**src/rtl/csc_pkg.sv**
```systemverilog
// Shared types and constants for the color space converter.
package csc_pkg;

    localparam int ChanW = 8;
    localparam int ModeW = 3;
    localparam int ProdW = 2 * ChanW;
    localparam int NumLanes = 4;
    localparam logic [ChanW-1:0] ScaleReset = 8'd255;

    typedef enum logic [ModeW-1:0] {
        MODE_RGB2CMY  = 3'd0,
        MODE_CMY2RGB  = 3'd1,
        MODE_CMYK2RGB = 3'd2,
        MODE_CMYK2CMY = 3'd3,
        MODE_RGB2CMYK = 3'd4,
        MODE_CMY2CMYK = 3'd5,
        MODE_RESCALE  = 3'd6,
        MODE_UNUSED   = 3'd7
    } mode_t;

    typedef enum logic {
        REG_FULL_SCALE   = 1'b0,
        REG_TARGET_SCALE = 1'b1
    } reg_addr_t;

    // Per-item sideband that travels down the pipe with each pixel.
    typedef struct packed {
        mode_t            mode;
        logic [ChanW-1:0] full;
        logic [ChanW-1:0] scale;
        logic [ChanW-1:0] base;
        logic [ChanW-1:0] kout;
    } side_t;

endpackage

```
**src/rtl/csc_divider.sv**
```systemverilog
// Pipelined restoring divider: one quotient bit per stage, with a stall enable.
module csc_divider #(
    parameter int NumW = 16,
    parameter int DenW = 8
) (
    input  logic            clk,
    input  logic            rst_n,
    input  logic            en,
    input  logic [NumW-1:0] num,
    input  logic [DenW-1:0] den,
    output logic [NumW-1:0] quo
);
    // Stage s holds the partial remainder after s quotient bits.
    logic [NumW-1:0] rem_reg [NumW+1];
    logic [NumW-1:0] q_reg   [NumW+1];
    logic [DenW-1:0] d_reg   [NumW+1];

    always_comb
    begin
        rem_reg[0] = num;
        q_reg[0]   = '0;
        d_reg[0]   = den;
    end

    for (genvar s = 0; s < NumW; s++)
    begin : g_stage
        localparam int Bit = NumW - 1 - s;
        logic [NumW+DenW-1:0] trial;
        logic                 fits;
        logic [NumW-1:0]      rem_next;
        logic [NumW-1:0]      q_next;
        logic [NumW-1:0]      r_st;
        logic [NumW-1:0]      q_st;
        logic [DenW-1:0]      d_st;

        always_comb
        begin
            trial    = {{DenW{1'b0}}, d_reg[s]} << Bit;
            fits     = (d_reg[s] != '0) && ({{DenW{1'b0}}, rem_reg[s]} >= trial);
            rem_next = fits ? rem_reg[s] - trial[NumW-1:0] : rem_reg[s];
            q_next   = q_reg[s] | (NumW'(fits) << Bit);
        end

        always_ff @(posedge clk or negedge rst_n)
        begin
            if (!rst_n)
            begin
                r_st <= '0;
                q_st <= '0;
                d_st <= '0;
            end
            else if (en)
            begin
                r_st <= rem_next;
                q_st <= q_next;
                d_st <= d_reg[s];
            end
        end

        assign rem_reg[s+1] = r_st;
        assign q_reg[s+1]   = q_st;
        assign d_reg[s+1]   = d_st;
    end

    assign quo = q_reg[NumW];

endmodule

```
**src/rtl/csc_front.sv**
```systemverilog
// Front stages: clamp, per-mode operand selection and multiply, registered.
module csc_front (
    input  logic                        clk,
    input  logic                        en,
    input  logic [csc_pkg::ModeW-1:0]   mode,
    input  logic [csc_pkg::ChanW-1:0]   chan [csc_pkg::NumLanes],
    input  logic [csc_pkg::ChanW-1:0]   full_scale,
    input  logic [csc_pkg::ChanW-1:0]   target_scale,
    output logic [csc_pkg::ProdW-1:0]   num [csc_pkg::NumLanes],
    output logic [csc_pkg::ChanW-1:0]   den,
    output csc_pkg::side_t              side
);
    import csc_pkg::*;

    // stage 1: clamp and reduce
    logic [ChanW-1:0] ch_reg [NumLanes];
    logic [ChanW-1:0] mx_reg, mn_reg;
    side_t            s1_reg;
    logic [ChanW-1:0] tgt_reg;
    logic [ChanW-1:0] ch_next [NumLanes];
    logic [ChanW-1:0] mx_next, mn_next;

    always_comb
    begin
        for (int i = 0; i < NumLanes; i++)
            ch_next[i] = (chan[i] > full_scale) ? full_scale : chan[i];
        mx_next = ch_next[0];
        mn_next = ch_next[0];
        for (int i = 1; i < 3; i++)
        begin
            if (ch_next[i] > mx_next) mx_next = ch_next[i];
            if (ch_next[i] < mn_next) mn_next = ch_next[i];
        end
    end

    always_ff @(posedge clk)
    begin
        if (en)
        begin
            ch_reg  <= ch_next;
            mx_reg  <= mx_next;
            mn_reg  <= mn_next;
            tgt_reg <= target_scale;
            s1_reg  <= '{mode: mode_t'(mode), full: full_scale, scale: full_scale,
                         base: '0, kout: '0};
        end
    end

    // stage 2: multiplier operands
    logic [ChanW-1:0] opa_reg [NumLanes];
    logic [ChanW-1:0] opb_reg;
    logic [ChanW-1:0] den_reg;
    side_t            s2_reg;
    logic [ChanW-1:0] opa_next [NumLanes];
    logic [ChanW-1:0] opb_next, den_next;
    side_t            s2_next;

    always_comb
    begin
        logic [ChanW-1:0] f;
        logic [ChanW-1:0] m;
        f = s1_reg.full;
        m = f - ch_reg[3];
        s2_next  = s1_reg;
        opb_next = '0;
        den_next = f;
        for (int i = 0; i < NumLanes; i++)
            opa_next[i] = '0;
        unique case (s1_reg.mode)
            MODE_RGB2CMY, MODE_CMY2RGB:
            begin
                for (int i = 0; i < 3; i++)
                    opa_next[i] = f - ch_reg[i];
                opb_next = 8'd1;
                den_next = 8'd1;
            end
            MODE_CMYK2RGB, MODE_CMYK2CMY:
            begin
                for (int i = 0; i < 3; i++)
                    opa_next[i] = ch_reg[i];
                opb_next    = m;
                s2_next.base = (s1_reg.mode == MODE_CMYK2RGB) ? m : ch_reg[3];
            end
            MODE_RGB2CMYK:
            begin
                for (int i = 0; i < 3; i++)
                    opa_next[i] = mx_reg - ch_reg[i];
                opb_next     = f;
                den_next     = mx_reg;
                s2_next.kout = f - mx_reg;
            end
            MODE_CMY2CMYK:
            begin
                for (int i = 0; i < 3; i++)
                    opa_next[i] = ch_reg[i] - mn_reg;
                opb_next     = f;
                den_next     = f - mn_reg;
                s2_next.kout = mn_reg;
            end
            MODE_RESCALE:
            begin
                for (int i = 0; i < NumLanes; i++)
                    opa_next[i] = ch_reg[i];
                opb_next      = tgt_reg;
                s2_next.scale = tgt_reg;
            end
            default:
            begin
                den_next = '0;
            end
        endcase
    end

    always_ff @(posedge clk)
    begin
        if (en)
        begin
            opa_reg <= opa_next;
            opb_reg <= opb_next;
            den_reg <= den_next;
            s2_reg  <= s2_next;
        end
    end

    // stage 3: products
    logic [ProdW-1:0] prod_reg [NumLanes];
    logic [ChanW-1:0] den3_reg;
    side_t            s3_reg;

    always_ff @(posedge clk)
    begin
        if (en)
        begin
            for (int i = 0; i < NumLanes; i++)
                prod_reg[i] <= opa_reg[i] * opb_reg;
            den3_reg <= den_reg;
            s3_reg   <= s2_reg;
        end
    end

    assign num  = prod_reg;
    assign den  = den3_reg;
    assign side = s3_reg;

endmodule

```
**src/rtl/color_space_converter_unit.sv**
```systemverilog
// Pipeline: 3 front stages, 16 divider stages and 1 output stage.
// Throughput: one pixel per clock; the whole pipe advances when the output
// register is empty or taken, so a stall holds every stage in place.
// The divider is a 16-stage restoring divider, one quotient bit per stage.
// Reset: rst_n asynchronous active low clears valid bits; both scale
// registers reset to 255.
module color_space_converter_unit (
    input  logic        clk,
    input  logic        rst_n,
    input  logic        psel,
    input  logic        penable,
    input  logic        pwrite,
    input  logic [2:0]  paddr,
    input  logic [31:0] pwdata,
    output logic [31:0] prdata,
    output logic        pready,
    input  logic        s_axis_tvalid,
    output logic        s_axis_tready,
    // tdata: mode[2:0], chan_a[10:3], chan_b[18:11], chan_c[26:19], chan_k[34:27]
    input  logic [39:0] s_axis_tdata,
    output logic        m_axis_tvalid,
    input  logic        m_axis_tready,
    // tdata: res_a[7:0], res_b[15:8], res_c[23:16], res_k[31:24], res_scale[39:32]
    output logic [39:0] m_axis_tdata
);
    import csc_pkg::*;

    localparam int Depth = 4 + ProdW;

    logic [ChanW-1:0] full_reg, target_reg;
    assign pready = 1'b1;

    always_ff @(posedge clk or negedge rst_n)
    begin
        if (!rst_n)
        begin
            full_reg   <= ScaleReset;
            target_reg <= ScaleReset;
        end
        else if (psel && penable && pwrite)
        begin
            if (paddr == {REG_FULL_SCALE, 2'b00})
                full_reg <= pwdata[ChanW-1:0];
            else if (paddr == {REG_TARGET_SCALE, 2'b00})
                target_reg <= pwdata[ChanW-1:0];
        end
    end

    always_comb
    begin
        prdata = '0;
        if (paddr == {REG_FULL_SCALE, 2'b00})
            prdata = {24'd0, full_reg};
        else if (paddr == {REG_TARGET_SCALE, 2'b00})
            prdata = {24'd0, target_reg};
    end

    logic en;
    logic [Depth-1:0] vld_reg;
    assign en = !m_axis_tvalid || m_axis_tready;
    assign s_axis_tready = en;

    always_ff @(posedge clk or negedge rst_n)
    begin
        if (!rst_n)
            vld_reg <= '0;
        else if (en)
            vld_reg <= {vld_reg[Depth-2:0], s_axis_tvalid};
    end

    logic [ChanW-1:0] chan [NumLanes];
    for (genvar i = 0; i < NumLanes; i++)
    begin : g_unpack
        assign chan[i] = s_axis_tdata[ModeW + ChanW*i +: ChanW];
    end

    logic [ProdW-1:0] num [NumLanes];
    logic [ChanW-1:0] den;
    side_t            side;

    csc_front u_front (
        .clk          (clk),
        .en           (en),
        .mode         (s_axis_tdata[ModeW-1:0]),
        .chan         (chan),
        .full_scale   (full_reg),
        .target_scale (target_reg),
        .num          (num),
        .den          (den),
        .side         (side)
    );

    logic [ProdW-1:0] quo [NumLanes];
    for (genvar i = 0; i < NumLanes; i++)
    begin : g_div
        csc_divider #(.NumW(ProdW), .DenW(ChanW)) u_div (
            .clk   (clk),
            .rst_n (rst_n),
            .en    (en),
            .num   (num[i]),
            .den   (den),
            .quo   (quo[i])
        );
    end

    side_t side_reg [ProdW];
    always_ff @(posedge clk)
    begin
        if (en)
        begin
            side_reg[0] <= side;
            for (int i = 1; i < ProdW; i++)
                side_reg[i] <= side_reg[i-1];
        end
    end

    // output stage
    logic [39:0] out_reg;
    always_ff @(posedge clk)
    begin
        logic [ChanW-1:0] r [NumLanes];
        side_t s;
        s = side_reg[ProdW-1];
        for (int i = 0; i < NumLanes; i++)
            r[i] = quo[i][ChanW-1:0];
        unique case (s.mode)
            MODE_RGB2CMY, MODE_CMY2RGB:
                r[3] = '0;
            MODE_CMYK2RGB:
            begin
                for (int i = 0; i < 3; i++)
                    r[i] = s.base - quo[i][ChanW-1:0];
                r[3] = '0;
            end
            MODE_CMYK2CMY:
            begin
                for (int i = 0; i < 3; i++)
                    r[i] = s.base + quo[i][ChanW-1:0];
                r[3] = '0;
            end
            MODE_RGB2CMYK, MODE_CMY2CMYK:
                r[3] = s.kout;
            MODE_RESCALE: ;
            default:
                for (int i = 0; i < NumLanes; i++)
                    r[i] = '0;
        endcase
        if (en)
            out_reg <= {s.scale, r[3], r[2], r[1], r[0]};
    end

    assign m_axis_tvalid = vld_reg[Depth-1];
    assign m_axis_tdata  = out_reg;

    property p_stall_holds;
        @(posedge clk) disable iff (!rst_n)
        (m_axis_tvalid && !m_axis_tready) |=> $stable(m_axis_tdata) && m_axis_tvalid;
    endproperty
    a_stall_holds: assert property (p_stall_holds) else $error("result changed in stall");

    a_ready_en: assert property (@(posedge clk) disable iff (!rst_n)
        s_axis_tready == (!m_axis_tvalid || m_axis_tready))
        else $error("ready mismatch");

    a_vld_hold: assert property (@(posedge clk) disable iff (!rst_n)
        !s_axis_tready |=> $stable(vld_reg))
        else $error("pipe moved while stalled");

endmodule

```
**config.mk**
```make
export PLATFORM = sky130hd
export DESIGN_NAME = color_space_converter_unit
export DESIGN_NICKNAME = d
export VERILOG_FILES = /design/src/rtl/csc_pkg.sv /design/src/rtl/csc_divider.sv /design/src/rtl/csc_front.sv /design/src/rtl/color_space_converter_unit.sv
export SDC_FILE = /design/constraint.sdc
export NUM_CORES = 2
export LEC_CHECK = 0
export BUFFER_PORTS_ARGS = -buffer_cell sky130_fd_sc_hd__buf_2
export CORE_MARGIN = 3
export CORE_UTILIZATION = 50
export CTS_CLUSTER_DIAMETER = 60
export DETAILED_ROUTE_END_ITERATION = 10
export PLACE_DENSITY = 0.65
export SYNTH_ARGS = -nofsm -noshare
export SYNTH_HDL_FRONTEND = slang
export SYNTH_SLANG_ARGS = --single-unit
```
**constraint.sdc**
```tcl
create_clock -name clk -period 47.5 [get_ports clk]
set_input_delay 2.375 -clock clk [delete_from_list [all_inputs] [get_ports clk]]
set_output_delay 2.375 -clock clk [all_outputs]
set_load 0.01 [all_outputs]
```
---- After elaboration in Yosys (flattened, before gate mapping) ----
Memory sizes are Yosys's and may differ from the RTL's.
Index checks and enable logic that the tools add are counted.
storage, ports and cells
  bits in registers ....................... 1893
  bits in writable memories ............... 560
  input bits .............................. 82
  output and inout bits ................... 75
  word-level logic and storage cells ...... 573
  memories ................................ 1
memory list
  memory    depth  bits a word  rd ports  clocked after Yosys merged registers in  wr ports  RTL line                           text
  side_reg  16     35           16        0                                        16        color_space_converter_unit.sv:106  side_t side_reg [ProdW];
operators by class
  $add $sub $neg .......................... 78
  multiply operators ...................... 4
  order comparisons ....................... 72
  eq/ne operators ......................... 13
  multiplexer cells ....................... 80
  bitwise operators ....................... 61
  reductions and logical operators ........ 95
operator list
  operator            count
  $mux 16             60
  $sub 16x16->16      32
  $or 8x1->8 const B  24
  $reduce_bool 8->1   16
  $sub 8x8->8         15
  $mux 8              12
  $pmux 24 s4         1
  $ge 16x23->1        4
  $ge 16x22->1        4
  $ge 16x21->1        4
  $ge 16x20->1        4
  $ge 16x19->1        4
  $ge 16x18->1        4
  $pmux 24 s3         1
  $ge 16x17->1        4
  $logic_and 1x1->1   66
  $ge 16x10->1        4
  $ge 16x11->1        4
  $ge 16x12->1        4
  $ge 16x13->1        4
  $ge 16x14->1        4
  $ge 16x15->1        4
  $ge 16x16->1        4
  $ge 16x8->1         4
  36 further kinds    116

---- Longest topological paths before layout ----
  depth after elaboration ................. 6
  depth in mapped cells ................... 27
  mapped depth without buffers ............ 25

---- Modules after synthesis ----
A second synthesis with hierarchy kept.
second synthesis, totals
  cell total of the unflattened synthesis .. 11760
  area, all modules ....................... 136309.5 µm²
by module, submodules not included
  module                        instances  cells each  area each (µm²)  seq. area each (µm²)
  csc_divider (g_div[1].u_div)  1          2231        24588.6          12411.9
  csc_divider (g_div[3].u_div)  1          2200        24279.5          12411.9
  csc_divider (g_div[0].u_div)  1          2186        24173.2          12411.9
  csc_divider (g_div[2].u_div)  1          2199        24110.6          12411.9
  csc_front                     1          2079        21468.1          7717.4
  color_space_converter_unit    1          865         17689.5          15094.5

---- Worst setup path after synthesis ----
Ideal clock, no wire load.
  kind .................................... input port to output port
  start ................................... input port m_axis_tready
  end ..................................... output port s_axis_tready
  arrival ................................. 22.605 ns
  required time ........................... 45.125 ns
  setup slack ............................. 22.520 ns
  cell stages on the path ................. 6
  path buffers ............................ 4
  path through ............................ nor2b_1 > clkbuf_1 > inv_2 > clkbuf_1 > clkbuf_1 > clkbuf_1
on the way
  longest elaborated chain between the ends .. 1
RTL lines
  item              RTL line                          text
  from (decl)       color_space_converter_unit.sv:22  input logic m_axis_tready,
  $logic_or 1x1->1  color_space_converter_unit.sv:60  assign en = !m_axis_tvalid || m_axis_tready;
  to (decl)         color_space_converter_unit.sv:18  output logic s_axis_tready,
No other way between the ends.

---- Worst setup path in the final report ----
  start ................................... input port s_axis_tdata[8]
  end ..................................... register u_front.mx_reg[0], data pin
on the way
  longest elaborated chain between the ends .. 6
RTL lines
  item                    RTL line                          text
  from (decl)             color_space_converter_unit.sv:20  input logic [39:0] s_axis_tdata,
  $gt 8x8->1              csc_front.sv:26                   ch_next[i] = (chan[i] > full_scale) ? full_scale : chan[i];
  $mux 8 (*)              csc_front.sv:26
  $gt 8x8->1              csc_front.sv:31                   if (ch_next[i] > mx_next) mx_next = ch_next[i];
  $mux 8 (*)              csc_front.sv:31
  $gt 8x8->1              csc_front.sv:31
  $mux 8 (*)              csc_front.sv:31
  via u_front.mx_next[0]  csc_front.sv:21                   logic [ChanW-1:0] mx_next, mn_next;
  to (signal assigned)    csc_front.sv:41                   mx_reg <= mx_next;
  to (decl)               csc_front.sv:17                   logic [ChanW-1:0] mx_reg, mn_reg;
Mark *: on every way through the listed nets, which the timed path passes. The rest lies on a longest branch.
A chain may end at the register's enable or synchronous reset.

==> results <==
- Leaving out fill and tap cells, the most frequent cells in the layout are 2721 x sky130_fd_sc_hd__nand2_1, 1244 x sky130_fd_sc_hd__dfrtp_1, 802 x sky130_fd_sc_hd__o21ai_0.
- The startpoint of the lowest-slack register-to-register path is full_reg[5]$_DFFE_PN1P_.
- The number of setup buffers added after CTS is 0.
- The wire length of the first global-routing pass is 410000 µm.
- Once placement completed, the tool counted placed cells totaling 13251.
- Dividing the final minimum period by the clock period gives 17.2%.
- The synthesized netlist devotes 17.6% of its cell area to simple gates.
- The die height is 467 µm.
- The largest incremental delay on the critical path is 740 ps.
- The number of antenna violations at the first check in global routing is 4.
- The count of final max-slew check failures was 0.
- The worst setup path is captured at a flop.
- For the final routed database, the setup TNS stands at 0 ps.
- Entering global routing, the biggest net connects 254 pins.
- The cell count after synthesis came out at 10672.
- The diode insertion count for antenna repair is 0.
- After detailed routing, the total wire length is 256000 µm.
- The combined area of all synthesized cells is 106000 µm².
- The root buffer cell chosen for the clock tree is sky130_fd_sc_hd__clkbuf_16.
- The final weighted congestion in routability-driven placement is 0.891.
- The leading cell type in the layout, fill and taps excluded is sky130_fd_sc_hd__nand2_1.
- The terminus of the critical flop-to-flop path is u_front.mx_reg[0]$_DFFE_PP_.
- The combinational family with the most area after synthesis is simple AND/OR/NAND/NOR gates.
- Data arrives at the worst endpoint at 8770 ps.
- In the synthesized netlist the dominant register cell turns out to be sky130_fd_sc_hd__dfrtp_1.
- The number of nets in the finished design is 11641.
- Global routing consumed, over all layers together, 23.5% of the routing resources.
- No sink is reached through more buffers than the 3 on the longest clock path.
- The post-route minimum period is 8180 ps.
- The data required time at the worst endpoint is 48100 ps.
- Of the total synthesized cell area, the portion taken by full adders, half adders and majority gates is 12.1%.
- The number of distinct library cell variants in the gate-level netlist after synthesis is 97.
- Summing the areas of all compound-gate instances in the mapped netlist gives 10.6% of the synthesized area.
- The worst hold path belongs to the class flop to flop.
- The number of clock buffers inserted by TritonCTS is 213.
- The worst setup path is launched from an input port.
- The start point of the critical path is s_axis_tdata[8].
- The first detailed-routing pass ran for 5 iterations.
- For this run the aggregate overflow at the end of global routing stands at 0.
- During synthesis, Yosys emitted a total of 0 warnings.
- The flow ran to the end, and the final reports show no timing, DRC or antenna violations.
- Setup repair after global routing left no endpoint under its margin.
- The worst-case setup margin in the final layout is 39320 ps.
- In the synthesized netlist the async set-or-reset flop fraction comes to 63.9%.
- The flip-flop count of the largest register, all copies and words added is 960.
- The top-level I/O count is 157.
- The depth of the most critical reg-to-reg path is 21.
- The total area inside the core boundary comes to 210000 µm².
- The number of hold buffers added after CTS was 0.
- The count of nets left with antenna violations after detail routing is 0.
- The tool flagged a number of max-cap violations equal to 0.
- The setup slack of the most critical reg-to-reg path is 40080 ps.
- The synthesized design contains 1973 register bits.
- Along the worst path, the maximum fanout reaches 15.
- Row generation in the floorplan step produced 168 rows.
- The critical setup path kind is input port to flop.
- The HPWL after detailed placement is 185000 µm.
- The count of routing violations after the opening detailed-route iteration is 5818.
- The starting density of the core is 50.4%.
- The later pin in the worst-skew pair is clocked with a latency of 850 ps.
- The floorplan die width is 467 µm.
- The cell with the biggest individual delay on the critical path is sky130_fd_sc_hd__nor2_1.
- Counting instances, the worst hold path has a depth of 0.
- Traced cell by cell, the critical path runs through buf_2 -> ha_1 -> nand4_1 -> o21ai_1 -> nand2_1 -> a21boi_0 -> ha_1 -> nand4_1 -> a21oi_1 -> nor2_1 -> nor2_1 -> o21ai_0 -> ha_1 -> nor2b_1 -> o21a_1 -> o21ai_0 -> nand2b_1 -> a21oi_1 -> o21ai_0 -> o21ai_1 -> mux2_2.
- The xor-xnor portion of the synthesized cell area is 2.89%.
- The pre-CTS setup slack is 38570 ps.
- The final hold violation count is 0.
- In the synthesized netlist, mux cells make up 2.98% of the area.
- The register area share after synthesis is 49.9%.
- The clock transition at the registers of the reported paths is 60 ps.
- Yosys mapped a number of flops with a built-in enable equal to 713.
- Headroom to the max-slew limit came out at 11.8%.
- The die footprint is 218000 µm².
- The number of global-route vias before repair came to 74863.
- The final routed DRC violation total is 0.
- The tightest hold margin is 393 ps.
- The top achievable clock speed is 0.122 GHz.
- The count of instances resized after the clock tree is built is 0.
- The worst hold path begins at side_reg[0][35]$_DFFE_PP_.
- The detailed-route wire length per cell is 18.7 µm.
- Clock skew on the completed layout was measured at 49.7 ps.
- Dividing the detail-routed via count by the number of cells gives 5.53.
- The level count of the clock H-tree is 4.
- The capture endpoint of the worst hold path is side_reg[0][70]$_DFFE_PP_.
- The number of port buffers is 102.
- The number of setup violations in the final report is 0.
- The layout overhead on the synthesized area is 9.87%.
- Counting every sink on the clock net gives 1973.
- Dividing the synthesized area by the synthesized cell count gives 9.94 µm².
- Of the cells placed in the final design, the portion with a size suffix greater than 1 is 6.11%.
- The detailed-route via count is 75555.
- Leaving out filler cells and counting taps, the final layout contains 13654.
- At the pin with the least slew margin, the transition time is 1320 ps.
- TritonCTS built the clock tree.
## layout make-up
| class | instances | area, µm² |
|---|---|---|
| timing repair buffer | 175 | 1120 |
| tap | 2805 | 3510 |
| clock buffer | 292 | 5990 |
| fill | 18408 | 93700 |
| multi-input combinational | 7665 | 49100 |
| sequential | 1973 | 53000 |
| inverter | 633 | 2380 |
| clock inverter | 111 | 1470 |
## worst max-delay path by stage
stage                                  end  slack [ps]  depth (start not counted)
3_5_place_dp   u_front.mx_reg[0]$_DFFE_PP_       38570                         21
6_report       u_front.mx_reg[0]$_DFFE_PP_       39320                         21
4_1_cts        u_front.mx_reg[0]$_DFFE_PP_       39470                         23
5_1_grt        u_front.mx_reg[0]$_DFFE_PP_       38780                         23
2_1_floorplan                s_axis_tready       22520                          6
3_3_place_gp   u_front.mx_reg[0]$_DFFE_PP_       38530                         23
## routing by layer
layer  up-vias  part of all wire (%)  GRT usage, %
met5         -                0.0051             0
li1      36666                     -             -
met1     37040                    44          31.4
met4         2                   3.0          7.14
met2      1394                    49          40.2
met3       453                   3.5          2.61
## worst max-delay path, delay by kind of cell
kind	cells	cell delay, ps
compound gates	9	2860
simple gates	7	2070
fa+ha+maj	3	920
mux	1	420
buf+inv	1	110
## cell usage after synthesis, drive strengths merged (15+ instances only)
cell	count	area share, %
a211oi	41	0.29
a21boi	85	0.60
a21o	102	0.72
a21oi	311	1.5
a221o	26	0.25
a22oi	15	0.11
a31oi	77	0.45
and2	185	1.1
and3	17	0.10
buf	57	0.32
clkbuf	366	1.3
dfrtp	1244	29
dfstp	16	0.40
edfxtp	713	20
fa	212	4.0
ha	686	8.1
inv	633	2.2
mux2	55	0.58
mux2i	254	2.4
nand2	2722	9.6
nand2b	46	0.27
nand3	122	0.58
nand4	65	0.38
nand4b	32	0.26
nor2	425	1.5
nor2b	160	0.94
nor3	134	0.64
nor4	135	0.80
nor4b	26	0.21
o211ai	82	0.58
o21a	57	0.40
o21ai	824	3.9
o311ai	43	0.36
o31a	21	0.17
o31ai	50	0.38
or2	37	0.22
or3	62	0.38
or4	36	0.26
xnor2	238	2.0
xor2	112	0.93
## per-stage QoR
step | utilization (%) | area [µm²]
floorplan | - | 106000
global placement | 51.9 | 109000
detailed placement | 51.9 | 109000
global route | 55.4 | 117000
CTS | 55.4 | 117000
finish | 55.4 | 117000
## logic make-up after synthesis
group / Yosys count
mux: 309
buf+inv: 1057
other cells: 2
simple gates: 4238
xor+xnor: 350
compound gates: 1845
flops: 1973
fa+ha+maj: 898
Power is not shown: default switching activity piles up to over one toggle a cycle in this logic, so the estimate is an artifact.
